==> src/fdef_pkg.sv <==
package fdef_pkg;

  // Field and register widths and frame size limits
  localparam int unsigned PIX_W         = 16;
  localparam int unsigned OUT_W         = 17;
  localparam int unsigned CFG_W         = 10;
  localparam int unsigned ROW_W         = 9;
  localparam int unsigned MAX_HEIGHT    = 512;
  localparam int unsigned DEF_MAX_WIDTH = 512;

  // APB port geometry
  localparam int unsigned APB_AW = 3;
  localparam int unsigned APB_DW = 32;

  // Output queue geometry
  localparam int unsigned OFIFO_DEPTH = 4;
  localparam int unsigned OFIFO_PW    = 2;
  localparam int unsigned OFIFO_CW    = 3;

  // Reset value of both frame dimension registers
  localparam logic [CFG_W-1:0] RESET_DIM = 10'd512;

  typedef enum logic {
    REG_FRAME_WIDTH  = 1'b0,
    REG_FRAME_HEIGHT = 1'b1
  } reg_idx_e;

  typedef struct packed {
    logic [OUT_W-1:0] pixel;
    logic             frame_end;
  } res_t;

  // Words handed to the output queue for one accepted input
  typedef struct packed {
    logic edge_vld;
    res_t edge_res;
    logic pass_vld;
    res_t pass_res;
  } push_t;

endpackage

==> src/fdef_ofifo.sv <==
module fdef_ofifo (
  input  logic                             clk_i,
  input  logic                             rst_ni,
  input  fdef_pkg::push_t                  push_i,
  input  logic                             pop_i,
  output logic [fdef_pkg::OFIFO_CW-1:0]    cnt_o,
  output logic                             valid_o,
  output fdef_pkg::res_t                   head_o
);

  localparam int unsigned PW = fdef_pkg::OFIFO_PW;
  localparam int unsigned CW = fdef_pkg::OFIFO_CW;

  fdef_pkg::res_t mem_q [fdef_pkg::OFIFO_DEPTH];
  logic [PW-1:0]  wr_q, wr_d;
  logic [PW-1:0]  rd_q, rd_d;
  logic [CW-1:0]  cnt_q, cnt_d;
  logic [CW-1:0]  npush;
  logic [PW-1:0]  pass_addr;

  assign npush     = CW'(push_i.edge_vld) + CW'(push_i.pass_vld);
  assign pass_addr = push_i.edge_vld ? (wr_q + PW'(1)) : wr_q;

  // Store the edge word first, the pass-through word after it
  always_ff @(posedge clk_i) begin
    if (push_i.edge_vld) begin
      mem_q[wr_q] <= push_i.edge_res;
    end
    if (push_i.pass_vld) begin
      mem_q[pass_addr] <= push_i.pass_res;
    end
  end

  // Advance pointers and fill count
  always_comb begin
    wr_d  = wr_q + npush[PW-1:0];
    rd_d  = rd_q + PW'(pop_i);
    cnt_d = cnt_q + npush - CW'(pop_i);
  end

  always_ff @(posedge clk_i or negedge rst_ni) begin
    if (!rst_ni) begin
      wr_q  <= '0;
      rd_q  <= '0;
      cnt_q <= '0;
    end else begin
      wr_q  <= wr_d;
      rd_q  <= rd_d;
      cnt_q <= cnt_d;
    end
  end

  assign cnt_o   = cnt_q;
  assign valid_o = (cnt_q != '0);
  assign head_o  = mem_q[rd_q];

  a_cnt_bound: assert property (@(posedge clk_i) disable iff (!rst_ni)
    cnt_q <= CW'(fdef_pkg::OFIFO_DEPTH))
    else $error("output queue overfilled");

  a_cnt_track: assert property (@(posedge clk_i) disable iff (!rst_ni)
    $past(rst_ni) |-> (cnt_q == $past(cnt_q) + $past(npush) - CW'($past(pop_i))))
    else $error("output queue count lost a word");

  a_pop_nonempty: assert property (@(posedge clk_i) disable iff (!rst_ni)
    pop_i |-> (cnt_q != '0))
    else $error("pop from empty output queue");

endmodule
==> config.mk <==
export PLATFORM = sky130hd
export DESIGN_NAME = fdef_ofifo
export DESIGN_NICKNAME = d
export VERILOG_FILES = /design/src/fdef_pkg.sv /design/src/fdef_ofifo.sv
export SDC_FILE = /design/constraint.sdc
export NUM_CORES = 1
export LEC_CHECK = 0
export ABC_AREA = 1
export BUFFER_PORTS_ARGS = -buffer_cell sky130_fd_sc_hd__buf_2
export CAP_MARGIN = 5
export CORE_MARGIN = 1
export CORE_UTILIZATION = 51
export DETAILED_ROUTE_END_ITERATION = 10
export PLACE_DENSITY = 0.75
export SLEW_MARGIN = 20
export SYNTH_ARGS = -nofsm -noshare
export SYNTH_HDL_FRONTEND = slang
export SYNTH_SLANG_ARGS = --single-unit
==> constraint.sdc <==
create_clock -name clk_i -period 2.4 [get_ports clk_i]
set_clock_uncertainty 0.15 [all_clocks]
set_input_delay 0.24 -clock clk_i [delete_from_list [all_inputs] [get_ports clk_i]]
set_output_delay 0.24 -clock clk_i [all_outputs]
set_load 0.02 [all_outputs]
## After elaboration in Yosys (flattened, before gate mapping)

Memory sizes are Yosys's and may differ from the RTL's.
Cells that the tools add are included.

| word-level totals | value |
|---|---|
| register bits after elaboration | 7 |
| memory bits (writable) | 72 |
| bits of input ports | 41 |
| output and inout bits | 22 |
| memories | 1 |

Memory list:

| name | words | bits a word | read ports | clocked after memory_dff | wr ports | line | RTL |
|---|---|---|---|---|---|---|---|
| mem_q | 4 | 18 | 1 | 0 | 2 | fdef_ofifo.sv:14 | `fdef_pkg::res_t mem_q [fdef_pkg::OFIFO_DEPTH];` |

| cells by class | value |
|---|---|
| $add $sub $neg | 6 |
| muxes and demuxes | 5 |
| reductions and logical operators | 1 |

Operator list:

| operator | count |
|---|---|
| $mux 1 | 4 |
| $add 3x2->3 | 1 |
| $reduce_bool 3->1 | 1 |
| $sub 3x1->3 | 1 |
| $add 1x1->2 | 1 |
| $add 2x1->2 | 1 |
| $add 2x1->2 const B | 1 |
| $add 2x2->2 | 1 |
| $mux 2 | 1 |

## Depth between registers and ports, before layout

| depth | value |
|---|---|
| depth after elaboration | 3 |
| mapped depth | 10 |
| depth with buffers taken out | 8 |

## Worst setup path after synthesis

No wires, ideal clock.

| path | value |
|---|---|
| path type | register to register |
| start | register wr_q[0] |
| end | memory mem_q[1][0] (netlist name), enable pin |
| arrival | 1.760 ns |
| slack | 0.116 ns |
| stages on the path, launching flop included | 10 |
| path buffers | 2 |
| clock period less this slack | 2.284 ns |
| path through | dfrtp_1 > inv_2 > ha_1 > inv_1 > nand2_1 > nand2_2 > buf_6 > nand3_4 > buf_6 > nand2_1 |

RTL lines:

| element | line | RTL |
|---|---|---|
| start, declared | fdef_ofifo.sv:15 | `logic [PW-1:0] wr_q, wr_d;` |
| start signal, assigned | fdef_ofifo.sv:47 | `wr_q <= wr_d;` |
| end, declared | fdef_ofifo.sv:14 |  |

==> impl.org <==
** Timing
- Worst slew margin relative to its limit :: 46.83%
- The smallest clock period supported by the final layout is computed as 2.183 ns.
- Highest achievable clock rate :: 458.0 MHz
- The hold violation count in the final report was 0.
- The number of max-slew violations in the final report is 0.
- Unrepaired setup endpoints after global routing :: no
- Setup TNS :: 0 ns
- The final critical path takes up 90.97% of the cycle.
- At the pin with the least slew margin, the transition time is 0.7975 ns.
- Setup violations remaining at the end of the flow were counted as 0.

** Power
- Share of total power in sequential cells :: 35.5%
- In this run the static leakage power is 0.002151 uW.
- The clock network burns 15.3% of the power.
- Switching part of the total :: 45.12%
- NetSw :: 2871 uW
- Combinational logic is responsible for 49.2% of the overall power.
- PD cells :: 1289 mW/mm^2
- Cell-internal power :: 3492 uW
- Largest voltage drop on the vdd net :: 0.8273 mV

** Die
- Die height :: 94.85 um
- I/O pin cnt :: 63
- Once the floorplan was initialized, standard cells occupied 52.98% of the core.
- Row generation in the floorplan step produced 33 rows.
- Die Footprint :: 0.008997 sq mm
- Width of the die :: 94.85 um
- Area inside the core boundary :: 0.008299 sq mm

** Logic synthesis
- Mapped Nets :: 530
- Sequential-to-total area share from yosys stat :: 53.16%
- Number of library cell types mapped by synthesis :: 24
- During synthesis, Yosys emitted a total of 0 warnings.
- The cell count after synthesis came out at 478.
- #FFs+latches synth :: 79
- Ranked by total cell area, the synthesized netlist is headed by sky130_fd_sc_hd__edfxtp_1, sky130_fd_sc_hd__nand2_1, sky130_fd_sc_hd__nand4_1.
- After synthesis the cells add up to 0.004397 sq mm.
- Async set-reset flop share out of synthesis :: 8.861%
- Main flop type after synthesis :: sky130_fd_sc_hd__edfxtp_1
- Dominant cell type by area after synthesis :: sky130_fd_sc_hd__edfxtp_1
- Each instance of the synthesized netlist takes up on average 9.198 sq um.
- The share of synthesized area in the top cell type comes to 49.17%.
- Count of flip-flops with a built-in enable after synthesis :: 72

** GRT
- Met1 track demand over resource :: 34.19%
- Busiest grt layer :: met2
- Largest net degree at the start of global routing :: 77
- The initial antenna violation count was 0.
- First-pass GRT wire length :: 18,250 um
- For this run, global-route usage on met2 was measured as 46.10%.
- Total global routing overflow :: 0
- For met3 alone, demand over resource in global routing was 3.784%.
- The number of global-route vias before repair is 3,769.
- Across every metal layer, demand over resource in global routing totals 27.19%.

** Min path
- The worst hold path begins at push_i[32].
- Hold path cells :: 3
- The path class of the tightest hold or removal check is primary input to flip-flop.

** CTS
- Maximum count of clock buffers along a single path :: 2
- Postcts setup bufs :: 0
- TritonCTS built the clock tree.
- CTS Root Buffer Type :: sky130_fd_sc_hd__clkbuf_8
- Clock latency on the worst-skew pair :: 0.34 ns
- Number of H-tree branching levels :: 3
- # resized after CTS :: 0
- Clock-pin slew was measured on the worst setup and hold paths at 0.09 ns.
- Number of clock sinks :: 79
- In this run, CTS created clock tree buffers numbering 9.
- Count of hold-fix buffers inserted at cts :: 2

** Placement
- Routability congestion estimate from global placement :: 0.8273
- Detailed placement ended at an HPWL of 6752 um.
- Summing all placed instances gives a cell area of 0.004728 sq mm.
- Port Buffers :: 62

** Routing
- Final routed DRC violation total :: 0
- Number of nets with antenna violations after routing :: 0
- Iteration-0 DRC Markers :: 362
- Dividing the detail-routed wire length by the instance count gives 17.51 um.
- After detailed routing, the total wire length is 11,230 um.
- Avg Vias per Cell :: 5.978
- Number of vias after detailed routing :: 3,832
- For this run, the detailed router's first-pass iteration total came to 6.

** Setup path
- CP endpoint kind :: output pin
- Traced cell by cell, the critical path runs through clkinv_1 > buf_4 > o21ai_0 > o22ai_1 > buf_2.
- Required time at the worst-slack endpoint :: 2.01 ns
- The worst register-to-register path begins at wr_q[0]$_DFF_PN0_.
- Register-to-Register Path Depth :: 7
- The slowest stage of the critical path is the sky130_fd_sc_hd__dfrtp_1 cell.
- In this run the worst path has a maximum fanout of 13.
- In this run the worst setup path begins at rd_q[0]$_DFF_PN0_.
- Maximum single-stage delay on the critical path :: 0.36 ns
- At the worst endpoint, the arrival time is 1.79 ns.
- STA classifies the critical path startpoint as a flip-flop.
- The critical path is of the flip-flop to output pin type.

** Finish
- Fill cells in the final layout number 703.
- Signed area change from the synthesized netlist to the final layout :: 12.29%
- Sequential cell area :: 0.002337 sq mm
- 0 antenna diodes ended up in the layout.
- In the final layout, the multi-input gates occupy 0.001767 sq mm.
- Share of post-route cells with drive strength above 1 :: 19.96%
- The net count of the finished layout is 583.
- After routing the design area is 0.004937 sq mm.

** Flow run
- The tool flagged a number of max-cap violations equal to 0.

** Status
- Run status :: finished, final reports clean
-- Yosys cell counts, types with 2 or more instances --
cell                       count
sky130_fd_sc_hd__nor2_1       36
sky130_fd_sc_hd__inv_1         9
sky130_fd_sc_hd__nand3_4       3
sky130_fd_sc_hd__nand4_1      72
sky130_fd_sc_hd__xnor2_1       3
sky130_fd_sc_hd__buf_2        24
sky130_fd_sc_hd__dfrtp_1       7
sky130_fd_sc_hd__clkbuf_1      6
sky130_fd_sc_hd__xor2_1        2
sky130_fd_sc_hd__buf_6         8
sky130_fd_sc_hd__ha_1         10
sky130_fd_sc_hd__o22ai_1      18
sky130_fd_sc_hd__o21ai_0      36
sky130_fd_sc_hd__nand2_1     158
sky130_fd_sc_hd__edfxtp_1     72
sky130_fd_sc_hd__nand2_2       6
-- layout make-up --
type	count	share of cell area (%)
clock buffer	10	2.585
clock inverter	6	1.242
inverter	12	0.9630
multi-input combinational	347	35.78
sequential	79	47.34
tap	105	2.661
timing repair buffer	82	9.427
-- power by group through the flow --
stage                     combinational (uW)  clock, uW  sequential, uW
after floorplan                         2160          0            2290
after CTS                               3120        969            2260
after global placement                  3010          0            2270
after detailed placement                3100          0            2290
after global routing                    3420       1020            2300
final                                   3130        972            2260
-- cells by family after synthesis --
group	count (synthesis)	synth area share, %
flops	79	53.16
compound gates	54	6.659
simple gates	277	29.23
fa+ha+maj	11	3.301
xor+xnor	5	0.9962
buf+inv	52	6.659
-- critical path, delay by kind of cell (launching register included) --
kind                   cells  cell delay [ns]
buffers and inverters      3             0.81
DFF                        1             0.36
AOI/OAI and AO/OA          2             0.28
-- layer usage --
layer	routed length, um	share of wire (%)
met1	4454	40
met2	5638	50
met3	885	7.9
met4	248	2.2
met5	0	0
-- registers in the layout, indices dropped and copies added, names as in the netlist --
name   cells
rd_q       2
cnt_o      3
wr_q       2
mem_q     72
-- placed cells by master (no fill, tap or decap) --
cell type                       count
sky130_fd_sc_hd__nor2_1            36
sky130_fd_sc_hd__edfxtp_1          72
sky130_fd_sc_hd__nand2_1          158
sky130_fd_sc_hd__dfrtp_1            7
sky130_fd_sc_hd__inv_1              9
sky130_fd_sc_hd__nand4_1           72
sky130_fd_sc_hd__fa_1               1
sky130_fd_sc_hd__o21ai_0           36
sky130_fd_sc_hd__buf_2             62
sky130_fd_sc_hd__clkbuf_8           9
sky130_fd_sc_hd__clkinv_4           1
sky130_fd_sc_hd__dlygate4sd3_1      2
sky130_fd_sc_hd__clkbuf_1           1
sky130_fd_sc_hd__inv_4              1
sky130_fd_sc_hd__bufinv_16          1
sky130_fd_sc_hd__xnor2_1            3
sky130_fd_sc_hd__inv_2              1
sky130_fd_sc_hd__nand2_2            6
sky130_fd_sc_hd__clkinv_1           1
sky130_fd_sc_hd__xor2_1             2
sky130_fd_sc_hd__o22ai_1           18
sky130_fd_sc_hd__or3_1              1
sky130_fd_sc_hd__nand3_4            3
sky130_fd_sc_hd__clkinv_2           3
sky130_fd_sc_hd__ha_1              10
sky130_fd_sc_hd__clkinvlp_4         1
sky130_fd_sc_hd__nand3_2            1
sky130_fd_sc_hd__buf_4             18
-- final timing paths --
check | to | slack [ns]
hold reg to reg | cnt_o[0]$_DFF_PN0_ | 0.39
max in group asynchronous | wr_q[1]$_DFF_PN0_ | 1.82
setup / recovery | head_o[15] | 0.22
hold / removal | mem_q[3][13]$_DFFE_PP_ | 0.04
setup reg to reg | mem_q[2][6]$_DFFE_PP_ | 0.32
min in group asynchronous | cnt_o[0]$_DFF_PN0_ | 0.11
-- metrics by stage --
stage	worst slack [ns]	total power, uW	hold slack [ns]	instances	utilization (%)
6_report	0.2168	6363	0.04394	641	59.49
5_1_grt	0.1009	6748	0.06568	641	59.49
4_1_cts	0.1949	6348	0.03874	641	59.49
3_5_place_dp	0.3524	5393	-0.06005	623	56.97
3_3_place_gp	0.4006	5283	-0.07002	623	56.97
2_1_floorplan	0.1159	4447	-0.2056	478	-
Power figures use the tool's default switching activity.
