File: src/fdef_pkg.sv
package fdef_pkg;

  // Field and register widths and frame size limits
  localparam int unsigned PIX_W         = 16;
  localparam int unsigned OUT_W         = 17;
  localparam int unsigned CFG_W         = 10;
  localparam int unsigned ROW_W         = 9;
  localparam int unsigned MAX_HEIGHT    = 512;
  localparam int unsigned DEF_MAX_WIDTH = 512;

  // APB port geometry
  localparam int unsigned APB_AW = 3;
  localparam int unsigned APB_DW = 32;

  // Output queue geometry
  localparam int unsigned OFIFO_DEPTH = 4;
  localparam int unsigned OFIFO_PW    = 2;
  localparam int unsigned OFIFO_CW    = 3;

  // Reset value of both frame dimension registers
  localparam logic [CFG_W-1:0] RESET_DIM = 10'd512;

  typedef enum logic {
    REG_FRAME_WIDTH  = 1'b0,
    REG_FRAME_HEIGHT = 1'b1
  } reg_idx_e;

  typedef struct packed {
    logic [OUT_W-1:0] pixel;
    logic             frame_end;
  } res_t;

  // Words handed to the output queue for one accepted input
  typedef struct packed {
    logic edge_vld;
    res_t edge_res;
    logic pass_vld;
    res_t pass_res;
  } push_t;

endpackage

File: src/fdef_cell.sv
module fdef_cell (
  input  logic                      clk_i,
  input  logic                      shift_i,
  input  logic                      inject_i,
  input  logic [fdef_pkg::PIX_W-1:0] pix_i,
  input  logic [fdef_pkg::PIX_W-1:0] prev_i,
  output logic [fdef_pkg::PIX_W-1:0] pix_o
);

  logic [fdef_pkg::PIX_W-1:0] pix_q;
  logic [fdef_pkg::PIX_W-1:0] pix_d;

  // Take the new pixel at the entry point, else the left neighbor
  assign pix_d = inject_i ? pix_i : prev_i;

  // Advance one place per accepted word
  always_ff @(posedge clk_i) begin
    if (shift_i) begin
      pix_q <= pix_d;
    end
  end

  assign pix_o = pix_q;

endmodule

File: config.mk
export PLATFORM = sky130hd
export DESIGN_NAME = fdef_cell
export DESIGN_NICKNAME = d
export VERILOG_FILES = /design/src/fdef_pkg.sv /design/src/fdef_cell.sv
export SDC_FILE = /design/constraint.sdc
export NUM_CORES = 1
export LEC_CHECK = 0
export CAP_MARGIN = 20
export CORE_AREA = 2 2 46 48
export CTS_BUF_LIST = sky130_fd_sc_hd__clkbuf_8
export DETAILED_ROUTE_END_ITERATION = 16
export DIE_AREA = 0 0 48 50
export DONT_BUFFER_PORTS = 1
export HOLD_SLACK_MARGIN = 0.03
export SLEW_MARGIN = 20
export SYNTH_ARGS = -nofsm -noshare
export SYNTH_HDL_FRONTEND = slang
export SYNTH_SLANG_ARGS = --single-unit
File: constraint.sdc
create_clock -name clk_i -period 1.45 [get_ports clk_i]
set_input_delay 0.145 -clock clk_i [delete_from_list [all_inputs] [get_ports clk_i]]
set_output_delay 0.145 -clock clk_i [all_outputs]
set_load 0.02 [all_outputs]
---- Word level (Yosys, flattened, before mapping) ----
Cells that the tools add are included.
operators by class
  mux-type cells .......................... 1
operators by type and width
  operator            number
  two-way mux 16 bit  1
storage, ports and cells
  register bits ........................... 16
  word-level logic and storage cells ...... 2

---- Logic depth before layout (Yosys ltp) ----
Gate-level depths: netlist of run 1.
  depth in word-level cells ............... 1
  gate-level depth with buffers ........... 3

---- Least setup slack after synthesis of run 1 ----
OpenSTA, ideal clock, no wires.
  kind .................................... input to register
  start point ............................. in inject_i
  end point ............................... reg pix_q (netlist bit pix_o[10]) (data pin)
  setup slack ............................. 0.509 ns
  required time ........................... 1.190 ns
  path buffers ............................ 2
  data arrival time ....................... 0.681 ns
  setup time .............................. 0.260 ns
  stages on the path ...................... 3
  path through ............................ buf_6 buf_12 mux2_4
on the way
  longest elaborated chain between the ends .. 1
RTL lines
  what                    RTL line         source
  start: declaration      fdef_cell.sv:4   input logic inject_i,
  two-way mux 16 bit      fdef_cell.sv:14  assign pix_d = inject_i ? pix_i : prev_i;
  net pix_d, one bit      fdef_cell.sv:11  logic [fdef_pkg::PIX_W-1:0] pix_d;
  end signal: assignment  fdef_cell.sv:19  pix_q <= pix_d;
  end: declaration        fdef_cell.sv:10  logic [fdef_pkg::PIX_W-1:0] pix_q;
The timed path passes the listed nets, and every way through them passes these cells.
A chain may end at the register's enable or synchronous reset.

---- Worst setup path after layout of run 1 ----
  start point ............................. in shift_i
  end point ............................... reg pix_q (netlist bit pix_o[13]) (enable)
RTL lines
  what                RTL line        source
  start: declaration  fdef_cell.sv:3  input logic shift_i,
No word-level cell between the ends.

==> results of run 1 <==
==> area by class of cell <==
| cell class | instances | area share, % |
|---|---|---|
| multi-input combinational | 16 | 27.8 |
| tap | 27 | 4.31 |
| sequential | 16 | 61.3 |
| timing repair buffer | 1 | 1.28 |
| clock buffer | 3 | 5.27 |
==> power breakdown <==
part / switching, mW / total, mW / internal (mW)
Combinational: 0.0167 / 0.0634 / 0.0467
Sequential: 0.0674 / 0.631 / 0.564
Clock: 0.126 / 0.309 / 0.183
==> synth_stat cells <==
cell type	number	area, µm²
buf_12	1	20.0
buf_6	1	11.3
edfxtp_1	16	480
mux2_2	6	67.6
mux2_4	10	150
==> metrics by stage <==
step,power [mW],instances,util (%)
final,1.00,63,41.2
after global routing,1.05,63,41.2
after CTS,1.02,63,41.2
after detailed placement,0.696,59,38.5
after global placement,0.694,59,38.5
after floorplan,0.703,34,-
==> final timing paths <==
check	from	endpoint	slack [ns]	depth (start not counted)
min	pix_i[11]	pix_o[11]	0.12	1
max	shift_i	pix_o[13]	0.20	1
==> metal layers <==
| layer | wire length [µm] | up-vias | part of all wire [%] | track usage, % |
|---|---|---|---|---|
| li1 | - | 136 | - | - |
| met1 | 383 | 142 | 33 | 10.7 |
| met2 | 672 | 30 | 57 | 17.3 |
| met3 | 121 | 0 | 10 | 4.76 |
| met4 | 0 | 0 | 0 | 5.41 |
| met5 | 0 | - | 0 | 0 |
==> kinds of logic after synthesis <==
kind of cell | after synthesis | synth area share, %
mux | 16 | 29.8
flops | 16 | 65.9
buf+inv | 2 | 4.29
==> timing repair <==
action,in CTS,in global routing
endpoints found under the hold margin,16,0
hold buffers,1,0
setup endpoints to repair,0,0
==> out/qor.yml, run 1 <==
wl_per_cell_um: 18.7
grt.total_usage_pct: 10.6
start_util_pct: 38.4
cpMaxStageDelayCell: "dlygate4sd3_1"
hold_ws_ns: 0.120
tritoncts: "yes"
status: "finished, final reports clean"
yosysUniqueCellTypes: 5
remaining_drc_errors: 0
clkSlewWorstSetupHoldPaths_ns: 0.05
yosysWarningCount: 0
ys_seq_area_share_pct: 65.9
grt_overflow: 0
cp_top_family: "buffers and inverters"
crit_path_start_kind: "input port"
numCtsBuffers: 3
vias_per_cell: 4.89
max-clock-path-buffers: 2
num_io_pins: 51
syn-num-nets: 69
cts.sinks: 16
leakage_nw: 0.288
hold_path.class: "input port to flip-flop"
grt_pass1_wl_mm: 1.69
required_ns: 1.32
p_per_area_nw_per_um2: 1280
hold_viol: 0
rsz0062_at_grt: "false"
diodes: 0
fin_crit_ns: 1.25
final_antenna_net_count: 0
end_kind: "flip-flop"
fp-row-count: 16
final_nets: 73
maxSlewViolCount: 0
setup_ws_ns: 0.202
port_buffers: 0
tns_ns: 0
dieArea_um2: 2400
worstMarginPinSlew_ns: 0.675
cts_root_buffer: "clkbuf_8"
cts_setup_buffers: 0
setup-violations-final: 0
largest_register_ffs: 16
dpl_cell_area_um2: 732
die_w_um: 48
antenna_found_initial: 0
layout_commonest_cell: "edfxtp_1"
peakVddDrop_mv: 0.514
wl_mm: 1.18
critical_path_class: "input port to flip-flop"
dpl_worst_slack_ns: 0.723
final_cell_area_um2: 783
path_cells: "dlygate4sd3_1"
slew_headroom_pct: 54.9
num_vias: 308
gp_congestion: 0.814
slowest_delay_ns: 0.97
grt_max_degree: 17
core_um2: 1900
grt_pass1_vias: 367
cp.arrival_ns: 1.12
finalCritPeriodShare_pct: 86.1
final_cell_mix: "16 x edfxtp_1, 10 x mux2_4, 6 x mux2_2"
drive_gt1_share_pct: 52.8
drv_cap: 0
fmax_mhz: 801
netlist_area_um2: 729
dr.pass1.iters: 1
critPathBufInv: 1
syn_to_final_growth_pct: 7.38
drtIter0Drc: 0
multi_input_area_um2: 218
cts-resized-gates: 0
worstPathMaxFanout: 16
die_h_um: 50
synth_cells: 34
ys_ff_latch: 16
fill_cells: 173
seq_area_um2: 480
syn_avg_cell_area_um2: 21.5
ctsHtreeMaxLevel: 1
Power figures use the tool's default switching activity.
==> inputs of run 2 (changes only) <==
- ABC_AREA: not set -> 1
- SKIP_CTS_REPAIR_TIMING: not set -> 1
==> out/qor.yml, run 2 <==
p_int_uw: 772  # -2.8%
core_um2: 1900  # unchanged
pwr-share-clk_pct: 32.5  # +1.7 points
fp-row-count: 16  # unchanged
finish.utilization_pct: 40.5  # -0.66 points
seq_power_share_pct: 62.1  # -0.8 points
maxSlewViolCount: 0  # unchanged
grt_max_degree: 18  # +1
slowest_delay_ns: 0.98  # about the same
ctsHtreeMaxLevel: 1  # unchanged
numCtsBuffers: 3  # unchanged
netlist_area_um2: 724  # -0.69%
end_kind: "flip-flop"
yosys.area.top_type: "edfxtp_1"
dr.pass1.iters: 1  # unchanged
hold_viol: 0  # unchanged
peakVddDrop_mv: 0.417  # -19%
cts.sinks: 16  # unchanged
cp_top_family: "buffers and inverters"
critical_path_class: "input port to flip-flop"
finalCritPeriodShare_pct: 86.5  # +0.43 points
tritoncts: "yes"
antenna_found_initial: 0  # unchanged
grt.total_usage_pct: 12.6  # +2.0 points
grt_overflow: 0  # unchanged
syn_to_final_growth_pct: 6.39
synthTopCellsByCount: "43 x nand2_1, 16 x edfxtp_1, 5 x nand2_2"
switching_power_uw: 244  # +16%
worstPathMaxFanout: 16  # unchanged
layout_commonest_cell: "nand2_1"
ys_seq_area_share_pct: 66.3  # +0.46 points
setup-violations-final: 0  # unchanged
p_per_area_nw_per_um2: 1320  # +2.9%
async_reset_ff_share_pct: 0  # unchanged
crit_path_start_kind: "input port"
synth_top_area_share_pct: 66.3  # +0.46 points
status: "finished, final reports clean"
path_cells: "dlygate4sd3_1"
cts_root_buffer: "clkbuf_8"
dieArea_um2: 2400  # unchanged
slew_headroom_pct: 53.8  # -1.0 points
swShare_pct: 24.0  # +3.1 points
vias_per_cell: 4.62  # -5.5%
die_h_um: 50  # unchanged
final_antenna_net_count: 0  # unchanged
rsz0062_at_grt: "false"
synth_cells: 68  # +100%
hold_path.class: "input port to flip-flop"
final_nets: 106  # +45%
ys_ff_latch: 16  # unchanged
wl_mm: 1.30  # +11%
leakage_nw: 0.330  # +15%
num_io_pins: 51  # unchanged
remaining_drc_errors: 0  # unchanged
port_buffers: 0  # unchanged
yosys.cell_count.top_type: "nand2_1"
yosysWarningCount: 0  # unchanged
critPathBufInv: 1  # unchanged
ys.flop_type: "edfxtp_1"
syn-num-nets: 103  # +49%
fin_crit_ns: 1.25  # +0.00623 ns
cpMaxStageDelayCell: "dlygate4sd3_1"
wl_per_cell_um: 13.4  # -28%
die_w_um: 48  # unchanged
tns_ns: 0  # unchanged
syn_avg_cell_area_um2: 10.7  # -50%
start_util_pct: 38.1  # -0.26 points
synth_edf_count: 16  # unchanged
fmax_mhz: 797  # -0.50%
p_comb_share_pct: 5.5  # -0.8 points
gp_congestion: 0.712  # -12%
drtIter0Drc: 0  # unchanged
max-clock-path-buffers: 2  # unchanged
required_ns: 1.33  # about the same
diodes: 0  # unchanged
num_vias: 448  # +45%
drv_cap: 0  # unchanged
yosysUniqueCellTypes: 6  # +1
final_cell_mix: "43 x nand2_1, 16 x edfxtp_1, 5 x nand2_2"
clkSlewWorstSetupHoldPaths_ns: 0.06  # about the same
worstMarginPinSlew_ns: 0.690  # +0.0155 ns
drive_gt1_share_pct: 12.9  # -40 points
cp.arrival_ns: 1.13  # about the same
synthTopCellsByArea: "edfxtp_1 66%, nand2_1 22%, nand2_2 4.3%"
grt_pass1_vias: 454  # +24%
largest_register_ffs: 16  # unchanged
grt_pass1_wl_mm: 2.06  # +22%
-- run 2: changes by cell type after synthesis, sizes merged --
cell   previous run  this run
nand2             0        48
inv               0         1
mux2             16         0
buf               2         3
-- run 2: cell type report --
class / instances / area (µm²)
fill: 182 / 1130
sequential: 16 / 480
multi-input combinational: 48 / 193
clock buffer: 3 / 41.3
tap: 27 / 33.8
timing repair buffer: 1 / 10.0
inverter: 1 / 8.76
clock inverter: 1 / 3.75
-- run 2: metal layers --
metal | global-route usage (%) | vias up | wire length (µm)
met2 | 21.3 | 17 | 775
met1 | 12.6 | 208 | 461
met4 | 9.46 | 0 | 19
met3 | 2.20 | 2 | 46
met5 | 0 | - | 0
li1 | - | 221 | -
-- run 2: logic make-up after synthesis --
logic type	after synthesis	synth area share, %
flops	16	66.3
simple gates	48	26.6
buf+inv	4	7.08
-- run 2: stage by stage --
step	power [mW]	setup WS [ns]	area (µm²)	hold slack [ns]	std cells
final	1.02	0.195	771	0.0743	97
after global routing	1.07	0.146	771	0.0819	97
after CTS	1.01	0.564	761	0.00386	96
after detailed placement	0.689	0.833	716	0.258	92
after global placement	0.685	0.841	716	0.258	92
after floorplan	0.692	0.689	724	0.257	68
-- run 2: final timing paths --
path,start,to,slack [ns],cells past startpoint
hold / removal,prev_i[12],pix_o[12],0.07,2
setup / recovery,shift_i,pix_o[12],0.20,1
-- run 2: power groups by stage --
stage                     logic, mW  clock network, mW  registers (mW)
after floorplan              0.0557                  0           0.636
after global placement       0.0446                  0           0.640
after detailed placement     0.0467                  0           0.642
after CTS                    0.0467              0.335           0.633
after global routing         0.0678              0.370           0.635
final                        0.0556              0.330           0.630
==> inputs of run 3 (changes only) <==
- CTS_CLUSTER_SIZE: not set -> 40
- REMOVE_ABC_BUFFERS: not set -> 1
==> out/qor.yml, run 3 (synthesized netlist as in run 2, its figures left out) <==
status: "finished, final reports clean"
ctsHtreeMaxLevel: 1  # unchanged
cp.arrival_ns: 1.16  # +0.03 ns
syn_to_final_growth_pct: 5.87
cts_root_buffer: "clkbuf_8"
fin_crit_ns: 1.28  # +0.0295 ns
numCtsBuffers: 3  # unchanged
wl_per_cell_um: 14.3  # +6.8%
grt_pass1_wl_mm: 2.06  # -0.34%
setup-violations-final: 0  # unchanged
seq_area_um2: 480  # unchanged
vias_per_cell: 4.66  # +0.82%
final_cell_mix: "43 x nand2_1, 16 x edfxtp_1, 5 x nand2_2"
die_w_um: 48  # unchanged
worstMarginPinSlew_ns: 0.725  # +0.0354 ns
antenna_found_initial: 0  # unchanged
drtIter0Drc: 9  # +9
max-clock-path-buffers: 2  # unchanged
num_vias: 447  # -0.22%
cpMaxStageDelayCell: "dlygate4sd3_1"
dr.pass1.iters: 2  # +1
leakage_nw: 0.329  # -0.47%
crit_path_start_kind: "input port"
tns_ns: 0  # unchanged
remaining_drc_errors: 0  # unchanged
fill_cells: 185  # +1.6%
gp_congestion: 0.576  # -19%
slew_headroom_pct: 51.5  # -2.4 points
p_total_mw: 1.00  # -1.3%
drv_cap: 0  # unchanged
worstPathMaxFanout: 16  # unchanged
instances_no_fill: 96  # -1.0%
multi_input_area_um2: 193  # unchanged
num_io_pins: 51  # unchanged
peakVddDrop_mv: 0.436  # +4.5%
diodes: 0  # unchanged
largest_register_ffs: 16  # unchanged
hold_path.class: "input port to flip-flop"
cts.sinks: 16  # unchanged
final_nets: 106  # unchanged
end_kind: "flip-flop"
fp-row-count: 16  # unchanged
grt_max_degree: 18  # unchanged
final_antenna_net_count: 0  # unchanged
path_cells: "dlygate4sd3_1"
critical_path_class: "input port to flip-flop"
required_ns: 1.32  # about the same
critPathBufInv: 1  # unchanged
hold_ws_ns: 0.0857  # +0.0114 ns
grt_pass1_vias: 439  # -3.3%
maxSlewViolCount: 0  # unchanged
cp_top_family: "buffers and inverters"
drive_gt1_share_pct: 13.0  # +0.19 points
hold_viol: 0  # unchanged
port_buffers: 0  # unchanged
grt_overflow: 0  # unchanged
grt.total_usage_pct: 12.8  # +0.20 points
layout_commonest_cell: "nand2_1"
dieArea_um2: 2400  # unchanged
clkSlewWorstSetupHoldPaths_ns: 0.06  # about the same
slowest_delay_ns: 1.01  # +0.03 ns
finalCritPeriodShare_pct: 88.6  # +2.0 points
wl_mm: 1.38  # +5.7%
rsz0062_at_grt: "false"
core_um2: 1900  # unchanged
fmax_mhz: 779  # -2.3%
place_hpwl_mm: 1.02
tritoncts: "yes"
start_util_pct: 38.1  # unchanged
die_h_um: 50  # unchanged
p_per_area_nw_per_um2: 1310  # -0.80%
dpl.cell_count: 92  # unchanged
[run 3: cell count changes in the layout (fill, tap and decap cells not counted), sizes merged]
| cell | before | now |
|---|---|---|
| clkinv | 1 | 0 |
[run 3: path summary, 6_finish.rpt]
check,from,end,cells past startpoint
setup / recovery,shift_i,pix_o[7],1
hold / removal,prev_i[7],pix_o[7],2
[run 3: through the flow]
stage | instance area, µm² | util (%) | worst slack [ns]
final | 767 | 40.3 | 0.166
after CTS | 757 | 39.8 | 0.558
after global placement | 716 | 37.6 | 0.841
after floorplan | 682 | - | 0.856
after global routing | 767 | 40.3 | 0.136
after detailed placement | 716 | 37.6 | 0.828
[run 3: area by class of cell]
cell class | instances | share of cell area (%)
Timing Repair Buffer | 1 | 1.31
Sequential cell | 16 | 62.6
Tap cell | 27 | 4.40
Clock buffer | 3 | 5.38
Multi-Input combinational cell | 48 | 25.1
Inverter | 1 | 1.14
[run 3: layer usage]
metal / part of all wire, % / global-route usage, %
met1: 37 / 13.0
met2: 55 / 22.2
met3: 6.6 / 3.30
met4: 1.0 / 6.76
met5: 0 / 0
[run 3: power breakdown]
| part | internal, mW | switching [mW] | total, mW |
|---|---|---|---|
| Combinational | 0.0208 | 0.0360 | 0.0567 |
| Clock | 0.183 | 0.131 | 0.314 |
| Sequential | 0.564 | 0.0681 | 0.632 |
| Total | 0.768 | 0.235 | 1.00 |
