### config.mk
export PLATFORM = sky130hd
export DESIGN_NAME = fdef_grad
export DESIGN_NICKNAME = d
export VERILOG_FILES = /design/src/fdef_pkg.sv /design/src/fdef_grad.sv
export SDC_FILE = /design/constraint.sdc
export NUM_CORES = 1
export LEC_CHECK = 0
export CAP_MARGIN = 20
export CORE_MARGIN = 2
export CORE_UTILIZATION = 55
export DETAILED_ROUTE_END_ITERATION = 8
export DONT_BUFFER_PORTS = 1
export PLACE_DENSITY = 0.73
export SETUP_SLACK_MARGIN = 0.2
export SYNTH_ARGS = -nofsm -noshare
export SYNTH_HDL_FRONTEND = slang
export SYNTH_SLANG_ARGS = --single-unit
### constraint.sdc
create_clock -name vclk -period 4.11
set_input_delay 0.411 -clock vclk [all_inputs]
set_output_delay 0.411 -clock vclk [all_outputs]
set_load 0.005 [all_outputs]
### src/fdef_pkg.sv
package fdef_pkg;

  // Field and register widths and frame size limits
  localparam int unsigned PIX_W         = 16;
  localparam int unsigned OUT_W         = 17;
  localparam int unsigned CFG_W         = 10;
  localparam int unsigned ROW_W         = 9;
  localparam int unsigned MAX_HEIGHT    = 512;
  localparam int unsigned DEF_MAX_WIDTH = 512;

  // APB port geometry
  localparam int unsigned APB_AW = 3;
  localparam int unsigned APB_DW = 32;

  // Output queue geometry
  localparam int unsigned OFIFO_DEPTH = 4;
  localparam int unsigned OFIFO_PW    = 2;
  localparam int unsigned OFIFO_CW    = 3;

  // Reset value of both frame dimension registers
  localparam logic [CFG_W-1:0] RESET_DIM = 10'd512;

  typedef enum logic {
    REG_FRAME_WIDTH  = 1'b0,
    REG_FRAME_HEIGHT = 1'b1
  } reg_idx_e;

  typedef struct packed {
    logic [OUT_W-1:0] pixel;
    logic             frame_end;
  } res_t;

  // Words handed to the output queue for one accepted input
  typedef struct packed {
    logic edge_vld;
    res_t edge_res;
    logic pass_vld;
    res_t pass_res;
  } push_t;

endpackage

### src/fdef_grad.sv
module fdef_grad (
  input  logic [fdef_pkg::PIX_W-1:0] pix_i,
  input  logic [fdef_pkg::PIX_W-1:0] above_i,
  input  logic [fdef_pkg::PIX_W-1:0] right_i,
  input  logic                       has_right_i,
  output logic [fdef_pkg::OUT_W-1:0] edge_o
);

  logic [fdef_pkg::PIX_W-1:0] diff_v;
  logic [fdef_pkg::PIX_W-1:0] diff_h;

  // Vertical difference: pixel below against the pixel above it
  assign diff_v = (pix_i > above_i) ? (pix_i - above_i) : (above_i - pix_i);

  // Horizontal difference: right neighbor against the same pixel
  assign diff_h = (right_i > above_i) ? (right_i - above_i) : (above_i - right_i);

  // Sum both, or pass the pixel in the last column
  always_comb begin
    if (has_right_i) begin
      edge_o = {1'b0, diff_v} + {1'b0, diff_h};
    end else begin
      edge_o = {1'b0, above_i};
    end
  end

endmodule

== Word-level counts from Yosys, hierarchy flattened ==
Index checks and enable logic that the tools add are counted.

* Add/sub/neg operators: 5
* Multipliers: 0
* Divide/modulo/power cells: 0
* Order comparisons: 2
* Equality and inequality tests: 0
* Shifts and indexed selects: 0
* Multiplexer cells: 3
* Bitwise logic cells: 0
* Reductions and logical operators: 0

{| class="wikitable"
|+ Operators by type and width
! operator !! number
|-
| subtractor 16 bit || 4
|-
| > comparator 16 bit || 2
|-
| 2-to-1 mux 16 bit || 2
|-
| adder 16 x 16 -> 17 bit || 1
|-
| 2-to-1 mux 17 bit || 1
|}

* Flip-flop bits (word level): 0
* Latch bits: 0
* Bits in writable memories: 0
* ROM bits: 0
* Bits of input ports: 49
* Word-level logic and storage cells: 10
* Memories kept: 0

== Longest topological paths before layout ==
Gate-level depths: netlist (run 1).

* Depth in word-level cells: 4
* Gate-level depth with buffers: 20
* Mapped depth without buffers: 19

== Least setup slack after synthesis (run 1) ==
OpenSTA, ideal clock, no wires.

* Path kind: input port to output port
* Start point: input right_i[0] (netlist bit)
* End point: output edge_o[13] (netlist bit)
* Arrival: 4.059 ns
* Required time: 3.699 ns
* Slack: -0.360 ns
* Stages on the path: 18
* Cells stage by stage: inv_1 > ha_1 > inv_1 > fa_1 > a21oi_1 > o211ai_1 > and4_1 > o21ai_4 > buf_4 > mux2_2 > ha_1 > a21o_1 > a21o_1 > a211o_1 > a41oi_2 > a21oi_1 > o21a_1 > o31ai_1

* Longest elaborated chain between the ends: 4
* Elaborated cells between the ends (all ways): 6
* Those cells by class: add/sub (3); order compare (1); mux (2)

{| class="wikitable"
|+ Ends and longest elaborated chain
! element !! line !! text
|-
| start: declaration || fdef_grad.sv:4 || <nowiki>input logic [fdef_pkg::PIX_W-1:0] right_i,</nowiki>
|-
| subtractor 16 bit or > comparator 16 bit (tied branches) || fdef_grad.sv:16 || <nowiki>assign diff_h = (right_i > above_i) ? (right_i - above_i) : (above_i - right_i);</nowiki>
|-
| 2-to-1 mux 16 bit (*) || fdef_grad.sv:16 ||
|-
| adder 16 x 16 -> 17 bit (*) || fdef_grad.sv:21 || <nowiki>edge_o = {1'b0, diff_v} + {1'b0, diff_h};</nowiki>
|-
| 2-to-1 mux 17 bit (*) || fdef_grad.sv:20 || <nowiki>if (has_right_i) begin</nowiki>
|-
| end: declaration || fdef_grad.sv:6 || <nowiki>output logic [fdef_pkg::OUT_W-1:0] edge_o</nowiki>
|}

Every way passes the cells marked *; elsewhere a longest branch is shown, timed or not.

== Worst setup path after layout (run 1) ==
* Start point: input pix_i[0] (netlist bit)
* End point: output edge_o[14] (netlist bit)

* Longest elaborated chain between the ends: 4
* Elaborated cells between the ends (all ways): 6
* Those cells by class: add/sub (3); order compare (1); mux (2)

{| class="wikitable"
|+ Ends and longest elaborated chain
! element !! line !! text
|-
| start: declaration || fdef_grad.sv:2 || <nowiki>input logic [fdef_pkg::PIX_W-1:0] pix_i,</nowiki>
|-
| subtractor 16 bit or > comparator 16 bit (tied branches) || fdef_grad.sv:13 || <nowiki>assign diff_v = (pix_i > above_i) ? (pix_i - above_i) : (above_i - pix_i);</nowiki>
|-
| 2-to-1 mux 16 bit (*) || fdef_grad.sv:13 ||
|-
| adder 16 x 16 -> 17 bit (*) || fdef_grad.sv:21 ||
|-
| 2-to-1 mux 17 bit (*) || fdef_grad.sv:20 ||
|}

Marked as above.

==> results of run 1 <==
[cell usage after synthesis (2+ instances only)]
cell type	number	area, um^2
o21ai_2	2	17.5
or2_2	2	12.5
a21boi_0	2	15.0
nand2b_1	13	81.3
o31ai_1	4	30.0
a31o_2	2	17.5
inv_1	62	233
xor2_1	18	158
a31oi_1	7	43.8
nor4_1	3	18.8
ha_1	78	976
o21ai_1	8	40.0
nand4_1	9	56.3
mux2i_1	9	90.1
and3_1	2	12.5
a21o_1	21	158
o21bai_1	4	30.0
fa_1	5	100
o21a_1	14	105
clkbuf_1	7	26.3
nand3_1	12	60.1
xnor2_1	21	184
o21ai_0	40	200
a211o_1	3	26.3
o211ai_1	9	67.6
nor3_1	11	55.1
nand2_1	34	128
nor2b_1	5	31.3
buf_2	11	55.1
buf_6	3	33.8
o31a_1	2	17.5
a211oi_1	7	52.6
nor2_1	33	124
and4_1	2	17.5
a21oi_1	74	370
[timing repair]
action | in CTS | in global routing
pin swaps | 32 | 14
gates cloned | 0 | 0
buffers inserted | 9 | 4
gates resized for setup | 34 | 26
endpoints found under the setup margin | 12 | 13
[worst max-delay path, delay by kind of cell]
kind                     cells  cell delay, ns
AO/OA/AOI/OAI                9            1.51
XOR/XNOR                     1            0.19
adder cells (fa/ha/maj)      3            0.79
buffers and inverters        4            0.47
AND/OR/NAND/NOR              4            0.42
[metal layers]
metal	up-vias	track usage (%)	share of wire [%]
met1	2105	38.5	40
li1	2224	-	-
met5	-	0	0
met3	51	3.68	7.2
met4	0	12.9	5.5
met2	216	58.6	47
[power by group through the flow]
stage          registers, mW  logic [mW]  clock network [mW]
2_1_floorplan              0        1.09                   0
6_report                   0        1.85                   0
3_3_place_gp               0        1.58                   0
4_1_cts                    0        1.73                   0
3_5_place_dp               0        1.61                   0
5_1_grt                    0        2.02                   0
[path summary, 6_finish.rpt]
check / endpoint / start / slack [ns]
setup / recovery: edge_o[14] / pix_i[0] / -0.11
hold / removal: edge_o[11] / has_right_i / 0.86
[final cells by class]
type                       count  area [um^2]
tap                           96          120
inverter                      62          264
timing repair buffer         121          947
fill                         533         1590
multi-input combinational    479         3910
[kinds of logic (layout without fill, tap and decap cells)]
| logic type | after synthesis | in the layout | synth area share (%) |
|---|---|---|---|
| buf+inv | 86 | 183 | 9.34 |
| compound gates | 216 | 216 | 35.4 |
| simple gates | 131 | 131 | 16.2 |
| mux | 10 | 10 | 2.60 |
| xor+xnor | 39 | 39 | 8.77 |
| fa+ha+maj | 83 | 83 | 27.6 |
==> results, run 1 <==
- The delay of the slowest cell on the worst path is 0.33 ns.
- The total power is 1.85 mW.
- The number of antenna violations at the first check in global routing is 0.
- The number of maximum-capacitance constraint violations is 0.
- The largest fanout on the critical path is 7.
- The instance count along the most critical hold path is 1.
- The checks that failed: negative setup slack.
- The mean area per synthesized cell is 6.90 um^2.
- The critical path goes through inv_8 -> ha_4 -> fa_2 -> nand2b_4 -> a211o_1 -> a211oi_2 -> o21a_1 -> buf_6 -> nor3_2 -> a31oi_1 -> xor2_1 -> ha_2 -> o21ai_1 -> nand2b_1 -> a21oi_2 -> a21oi_4 -> a31oi_1 -> buf_4 -> nand4_1 -> o311ai_2 -> buf_4.
- For this configuration, the core starts out at a cell density of 57.0%.
- After layout, the minimum clock period comes to 4.22 ns.
- Synthesis produced 565 cells.
- The global router's overall resource usage is 32.3%.
- The y dimension of the die is 88.2 um.
- The final cell count without fillers is 758.
- The total of buffers placed on input and output ports is 0.
- The largest vdd supply drop is 0.000371 V.
- The critical-path cell with the highest stage delay is fa_2.
- The clock network is responsible for 0% of the overall power.
- The register share of total power is 0%.
- For this run, design rule violations remaining after detail routing come to 0.
- On the final layout, the worst hold slack is 0.862 ns.
- The pre-CTS setup slack is -0.218 ns.
- The power share of the combinational group is 100.0%.
- The final count of pins violating max slew is 0.
- After floorplanning, the core was divided into 30 placement rows.
- In this run the worst hold path is classified as in -> out.
- Static timing analysis puts the maximum clock frequency at 237 MHz.
- Dividing the detail-routed via count by the number of cells gives 6.06.
- The setup violation total in the final timing report is 8.
- The total instance count after detailed placement is 745.
- Summed over all cells, the static leakage comes to 2.53 nW.
- The total negative slack for setup checks is -0.532 ns.
- The post-synthesis cell type count is 61.
- Measured along the x axis, the die boundary spans 88.2 um.
- Cells with a size suffix above 1 make up 30.1% of the layout.
- The required time of the critical path is 3.70 ns.
- The worst-case headroom to the max-slew limit is 74.2%.
- In the layout the commonest cells are 113 x buf_4, 66 x ha_1, 61 x a21oi_1.
- Global routing finished with a remaining overflow of 0.
- The final layout contains 796 nets.
- Cells fill 76.7% of the core in the end.
- In the post-route analysis, the smallest setup slack over all paths is -0.111 ns.
- Summed over all nets, the switching power comes to 0.920 mW.
- The most common cell after layout, fill and taps aside is buf_4.
- Routability-driven placement finished with a final weighted congestion of 0.996.
- The post-synthesis sequential area ratio is 0%.
- The pin slew with the least headroom to its limit is 0.384 ns.
- The area growth from synthesis to layout is 34.6%.
- Summed over all layers, the routed wires come to 12,900 um.
- The detailed-routing iteration count for the pre-antenna-repair pass is 4.
- The detail-routed net length per standard cell is 17.0 um.
- Once layout is done, the placed cells without fillers occupy 0.00524 mm^2.
- The sort of element at the end of the critical path is an output pin.
- For this run, the number of Yosys warnings is 0.
- The critical path is of the in -> out type.
- Counting the clock-network buffers in the layout gives 0.
- The final-report hold violation count is 0.
- The synthesized area is 0.00390 mm^2.
- Internal power comes to 0.932 mW.
- Setup repair after global routing could not meet its margin everywhere.
- 0 antenna diodes ended up in the layout.
- Data arrives at the worst endpoint at 3.81 ns.
- After detailed placement, the total cell area comes to 0.00488 mm^2.
- The number of hold buffers added after CTS was 0.
- The worst path uses 103% of the clock period.
- The floorplan step defined a die boundary enclosing 0.00777 mm^2.
- The critical path startpoint category is an input pin.
- After floorplanning, the core was sized to cover 0.00683 mm^2.
- Detailed placement ended at an HPWL of 10,500 um.
- The total via count in the routed design is 4,596.
- The number of nets in the synthesized netlist is 697.
- The net switching share of the total power is 49.7%.
- The number of primary I/O pins is 66.
- The detailed router finished its first iteration with 210 violations.
- Dividing total power by cell area gives a power density of 353 mW/mm^2.
- The via count of the first global-routing pass came to 4,488.
- The maximum number of pins on one net before global-route repair is 32.
- The global-route wire length before repair is 20,200 um.
- The run finished, with violations left.
- The number of sequential cells is 0.
- The detail route stage leaves a number of antenna-violating nets equal to 0.
- The footprint of the flip-flops and latches is 0 um^2.
Power figures use the tool's default switching activity.
==> run 2: changes to the inputs <==
--- a/config.mk
+++ b/config.mk
@@ -7,10 +7,9 @@
 export LEC_CHECK = 0
 export CAP_MARGIN = 20
 export CORE_MARGIN = 2
-export CORE_UTILIZATION = 55
+export CORE_UTILIZATION = 28
 export DETAILED_ROUTE_END_ITERATION = 8
 export DONT_BUFFER_PORTS = 1
-export PLACE_DENSITY = 0.73
 export SETUP_SLACK_MARGIN = 0.2
 export SYNTH_ARGS = -nofsm -noshare
 export SYNTH_HDL_FRONTEND = slang
==> results, run 2 (synthesized netlist as in run 1, its figures left out) <==
- The largest vdd supply drop is 0.000344 V.
- The number of antenna diodes in the final layout is 0.
- The critical path class is in -> out.
- The cell row count is 43.
- The total of buffers placed on input and output ports is 0.
- For this block, the initial DRC count from the detailed router was 224.
- Setup repair after global routing could not meet its margin everywhere.
- The number of antenna violations at the first check in global routing came to 0.
- The die covers 0.0149 mm^2.
- The total wire length is 13,700 um.
- The pin slew with the least headroom to its limit is 0.524 ns.
- The first global-routing pass estimated 21,500 um of wire.
- The final route contains 4,532 vias.
- Across the run, the number of max-cap violations was 0.
- During I/O placement, the number of pins put on the boundary was 66.
- The core region is 0.0137 mm^2.
- In this run the worst setup path terminates at edge_o[13].
- The via count of the first global-routing pass is 4,357.
- Derived from the worst setup path, the maximum achievable clock frequency is 232 MHz.
- The number of nets with antenna violations after detailed routing is 0.
- The floorplan die width is 122 um.
- The tightest hold path in the finished design has a slack of 0.872 ns.
- In this run the tightest slew margin relative to its limit is 65.0%.
- The maximum number of pins on one net before global-route repair is 32.
- The flow ran to the end, but the final reports show violations.
- Registers take 0 um^2.
- The y dimension of the die is 122 um.
- The final critical-path share of the clock period is 105%.
- The startpoint of the most critical setup path is pix_i[0].
- Dividing total power by cell area gives a power density of 361 mW/mm^2.
- The library cell used most frequently in the layout, excluding fill and tap cells, is buf_4.
- The worst setup path is launched from an input pin.
- The sort of element at the end of the critical path is an output pin.
- The post-layout minimum cycle time is 4.31 ns.
- The detail-routed net length per standard cell is 15.7 um.
- After detailed routing, the number of remaining DRC violations is 0.
- In the layout the commonest cells are 138 x buf_4, 65 x ha_1, 57 x a21oi_1.
- Setup violations remaining at the end of the flow were counted as 9.
- After detailed routing, the number of vias per cell comes to 5.20.
- The min-delay analysis places its worst path in the category in -> out.
- Sequential cells placed in the final layout were counted as 0.
- Clock buffers in the final layout number 0.
- The count of nets after finishing is 825.
- In the post-route analysis, the smallest setup slack over all paths is -0.200 ns.
- The data arrival time at the worst-slack endpoint is 3.90 ns.
- Global routing used 17.8% of the available tracks across all layers.
- The largest fanout on the critical path is 6.
- The layout overhead on the synthesized area is 45.4%.
- The final-report hold violation count was 0.
- The global-route congestion overflow total is 0.
- The number of hold buffers added after CTS is 0.
- The final count of pins violating max slew came to 0.
- The starting density of the core is 28.4%.
- STA puts the critical path data required time at 3.70 ns.
- The estimated wirelength of the detail-placed design is 11,300 um.
- The total negative slack for setup checks is -1.44 ns.
- The final reports fail on negative setup slack.
- At the end of routability-driven placement, the weighted congestion stood at 0.905.
- Before antenna repair, the detailed router went through 5 iterations.
- For this design the static power due to leakage is 2.69 nW.
- The post-route netlist has 34.7% of its cells at a drive strength greater than 1.
[run 2: metal layers]
metal | wire length [um] | GRT usage [%]
met4 | 195 | 1.36
met5 | 0 | 0
met3 | 1180 | 3.04
met1 | 6280 | 24.7
met2 | 6050 | 30.1
[run 2: what timing repair did]
action	4_1_cts	5_1_grt
gates cloned	1	0
gates resized for setup	41	35
setup buffers	12	7
hold endpoints to repair	0	0
pin swaps	34	21
endpoints found under the setup margin	12	13
[run 2: through the flow]
step	cell area [um^2]	std cells	utilization, %	worst slack [ns]	total power, mW
global route	5670	871	41.3	-0.430	2.24
global placement	5150	851	37.6	-0.243	1.66
detailed placement	5150	851	37.6	-0.321	1.66
floorplan	4110	565	-	-0.129	1.09
finish	5670	871	41.3	-0.200	2.05
CTS	5430	864	39.6	-0.179	1.83
[run 2: critical path, cell delays in order]
cell      delay (ns)
inv_12          0.01
ha_4            0.15
fa_2            0.34
nand2b_4        0.15
a211o_1         0.30
a211oi_2        0.24
o21a_2          0.22
buf_12          0.14
a211oi_2        0.05
a21oi_2         0.13
xor2_1          0.16
ha_1            0.26
a21o_1          0.21
a21o_1          0.15
a21o_1          0.15
a41oi_2         0.25
a21oi_2         0.11
o21a_1          0.20
o31ai_2         0.25
[run 2: power breakdown]
group	total (mW)	switching, mW	internal, mW
Sequential	0	0	0
Combinational	2.05	0.996	1.05
Clock	0	0	0
[run 2: how the worst min path moves through the flow]
| stage | start | end | slack, ns | cells after the start |
|---|---|---|---|---|
| floorplan | above_i[12] | edge_o[12] | 0.92 | 2 |
| global placement | has_right_i | edge_o[15] | 0.88 | 1 |
| detailed placement | has_right_i | edge_o[2] | 0.89 | 1 |
| CTS | has_right_i | edge_o[11] | 0.87 | 1 |
| global route | has_right_i | edge_o[15] | 0.87 | 1 |
| finish | has_right_i | edge_o[15] | 0.87 | 1 |
[run 2: cell type report]
class / instances / area (um^2)
Timing Repair Buffer: 150 / 1200
Tap cell: 180 / 225
Fill cell: 1437 / 8050
Multi-Input combinational cell: 479 / 3980
Inverter: 62 / 262
==> run 3: changes to the inputs <==
--- a/config.mk
+++ b/config.mk
@@ -10,7 +10,9 @@
 export CORE_UTILIZATION = 28
 export DETAILED_ROUTE_END_ITERATION = 8
 export DONT_BUFFER_PORTS = 1
+export GPL_TIMING_DRIVEN = 0
 export SETUP_SLACK_MARGIN = 0.2
 export SYNTH_ARGS = -nofsm -noshare
 export SYNTH_HDL_FRONTEND = slang
 export SYNTH_SLANG_ARGS = --single-unit
+export TNS_END_PERCENT = 1
==> results, run 3 (synthesized netlist as in run 1, its figures left out) <==
- The critical-path cell with the highest stage delay is a211o_4.
- After floorplanning, the core was sized to cover 0.0137 mm^2.
- The total wire length is 13,000 um.
- The fmax is 223 MHz.
- At the pin with the least slew margin, the transition time is 0.723 ns.
- The run finished, with violations left.
- For this run the aggregate overflow at the end of global routing stands at 0.
- After detailed routing, the number of vias per cell comes to 5.34.
- The via count of the first global-routing pass is 4,029.
- The number of primary I/O pins is 66.
- Summing internal, switching and leakage power gives 1.69 mW.
- The weighted congestion at the end of routability-driven global placement is 0.923.
- The total via count in the routed design is 4,176.
- The footprint of the flip-flops and latches is 0 um^2.
- The repair_antennas step left the layout with diodes totalling 0.
- The largest vdd supply drop is 0.000279 V.
- The routed metal-1 wirelength is 6150 um.
- For hold timing, the worst endpoint is edge_o[13].
- In the finished layout, the clock tree contains a buffer count of 0.
- The final count of pins violating max slew is 0.
- In the final layout, the share of cells above drive strength 1 is 22.8%.
- After the last flow step, the layout net total stands at 736.
- Buffers placed on the I/O ports in this run total 0.
- For this run, the number of standard cells in the final layout without fillers is 782.
- The largest fanout on the critical path is 6.
- After layout, the minimum clock period comes to 4.48 ns.
- The launch instance of the worst min-delay path is above_i[13].
- The setup violation total in the final timing report is 11.
- Counting the fill cells in the layout gives 1,461.
- The met2 layer wire length in the routed design is 5570 um.
- The die is 122 um wide.
- The number of antenna violations at the first check in global routing came to 0.
- The library cell used most frequently in the layout, excluding fill and tap cells, is ha_1.
- Before CTS, the worst setup slack after placement is -0.707 ns.
- The worst-case headroom to the max-slew limit is 51.3%.
- The routed length on met3 is 1180 um.
- For this run, the share of the core covered by cells in the final layout is 35.9%.
- The global router's overall resource usage is 17.0%.
- Including well taps, the total number of placed cells is 745.
- The number of sequential cells is 0.
- The top cell types in the final layout, fill and taps aside, are 65 x ha_1, 57 x a21oi_1, 56 x inv_1.
- The die area is 0.0149 mm^2.
- The checks that failed: negative setup slack.
- Tracing the worst setup path back leads to its startpoint at pix_i[0].
- The critical path in this run is classified as in -> out.
- The area growth from synthesis to layout is 26.4%.
- In the final routed layout, each cell accounts on average for 16.7 um.
- For this design, the CTS-stage hold fixing added 0 buffers.
- The initial utilization of the core area, before any placement, comes to 28.4%.
- Of the available clock period, the critical path in the final layout requires 109%.
- The global-route wire length before repair is 20,600 um.
- The power per cell area is 343 mW/mm^2.
- STA puts the critical path data required time at 3.70 ns.
- The violation count after the first detailed-route iteration is 267.
- After floorplanning, the core was divided into 43 placement rows.
- The instance count along the most critical hold path is 2.
- The number of maximum-capacitance constraint violations is 0.
- The post-route DRC violation count is 0.
- Setup repair after global routing could not meet its margin everywhere.
- STA classifies the critical path endpoint as an output pin.
- Once routing completed, OpenROAD measured the worst setup slack at -0.366 ns.
- The leakage power of the design is 2.23 nW.
- Measured along the y axis, the die boundary spans 122 um.
- The critical path startpoint category is an input pin.
- For this run, the slowest stage of the critical path takes 0.35 ns.
- The worst hold-check path type is in -> out.
- The wire-length estimate of the detail-placed layout is 10,500 um.
- The data arrival time at the worst-slack endpoint is 4.06 ns.
- The final-report hold violation count is 0.
- Routed signal wires occupy layers up through met4.
- The detailed-routing iteration count for the pre-antenna-repair pass is 4.
- The number of nets with antenna violations after detailed routing is 0.
- Walking the worst path, the cells encountered are inv_8 -> ha_4 -> fa_2 -> nand2b_4 -> a211o_4 -> a211oi_4 -> buf_6 -> o21ai_4 -> mux2i_1 -> xnor2_1 -> ha_1 -> a211o_1 -> a211o_1 -> a41oi_2 -> buf_4 -> a21oi_2 -> xnor2_2 -> a21oi_2.
- Entering global routing, the biggest net connects 11 pins.
==> run 3: per-stage QoR <==
stage          hold slack, ns  setup TNS, ns  area, um^2
6_report                0.933          -2.32        4920
5_1_grt                 0.934          -3.82        4920
4_1_cts                 0.933          -1.86        4620
3_5_place_dp            0.930          -5.78        4280
3_3_place_gp            0.929          -5.60        4280
2_1_floorplan           0.918         -0.244        4060
==> run 3: layout make-up <==
| class | instances | area [um^2] | share of cell area [%] |
|---|---|---|---|
| well taps | 180 | 225 | 4.57 |
| plain buffers | 24 | 171 | 3.48 |
| multi-input cells | 479 | 3980 | 80.8 |
| inverters | 62 | 255 | 5.18 |
| repair buffers | 37 | 294 | 5.97 |
==> run 3: worst max path at each step <==
stage                 end  depth (start not counted)  slack, ns
2_1_floorplan  edge_o[13]                         19      -0.13
3_3_place_gp   edge_o[13]                         19      -0.70
3_5_place_dp   edge_o[13]                         19      -0.71
4_1_cts        edge_o[13]                         18      -0.30
5_1_grt        edge_o[15]                         20      -0.49
6_report       edge_o[15]                         18      -0.37
==> run 3: routing by layer <==
metal / up-vias / GRT usage [%]
met4: 0 / 1.94
met3: 10 / 3.42
met1: 1930 / 24.5
met2: 138 / 26.9
met5: - / 0
li1: 2098 / -
==> run 3: timing repair <==
| item | 4_1_cts | 5_1_grt |
|---|---|---|
| resized for setup | 41 | 37 |
| pin swaps | 39 | 26 |
| setup endpoints to repair | 14 | 13 |
| setup buffers | 22 | 15 |
==> run 3: where the power goes <==
part           internal [mW]  switching, mW
clock network              0              0
logic                  0.771          0.919
registers                  0              0
==> run 3: worst max-delay path: cells and delay by family <==
kind                       cells  cell delay, ns
adders and majority gates      3            0.76
xor gates and xnor gates       2            0.32
buffers and inverters          3            0.33
muxes                          1            0.21
AOI/OAI and AO/OA              8            1.87
and+or+nand+nor                1            0.15
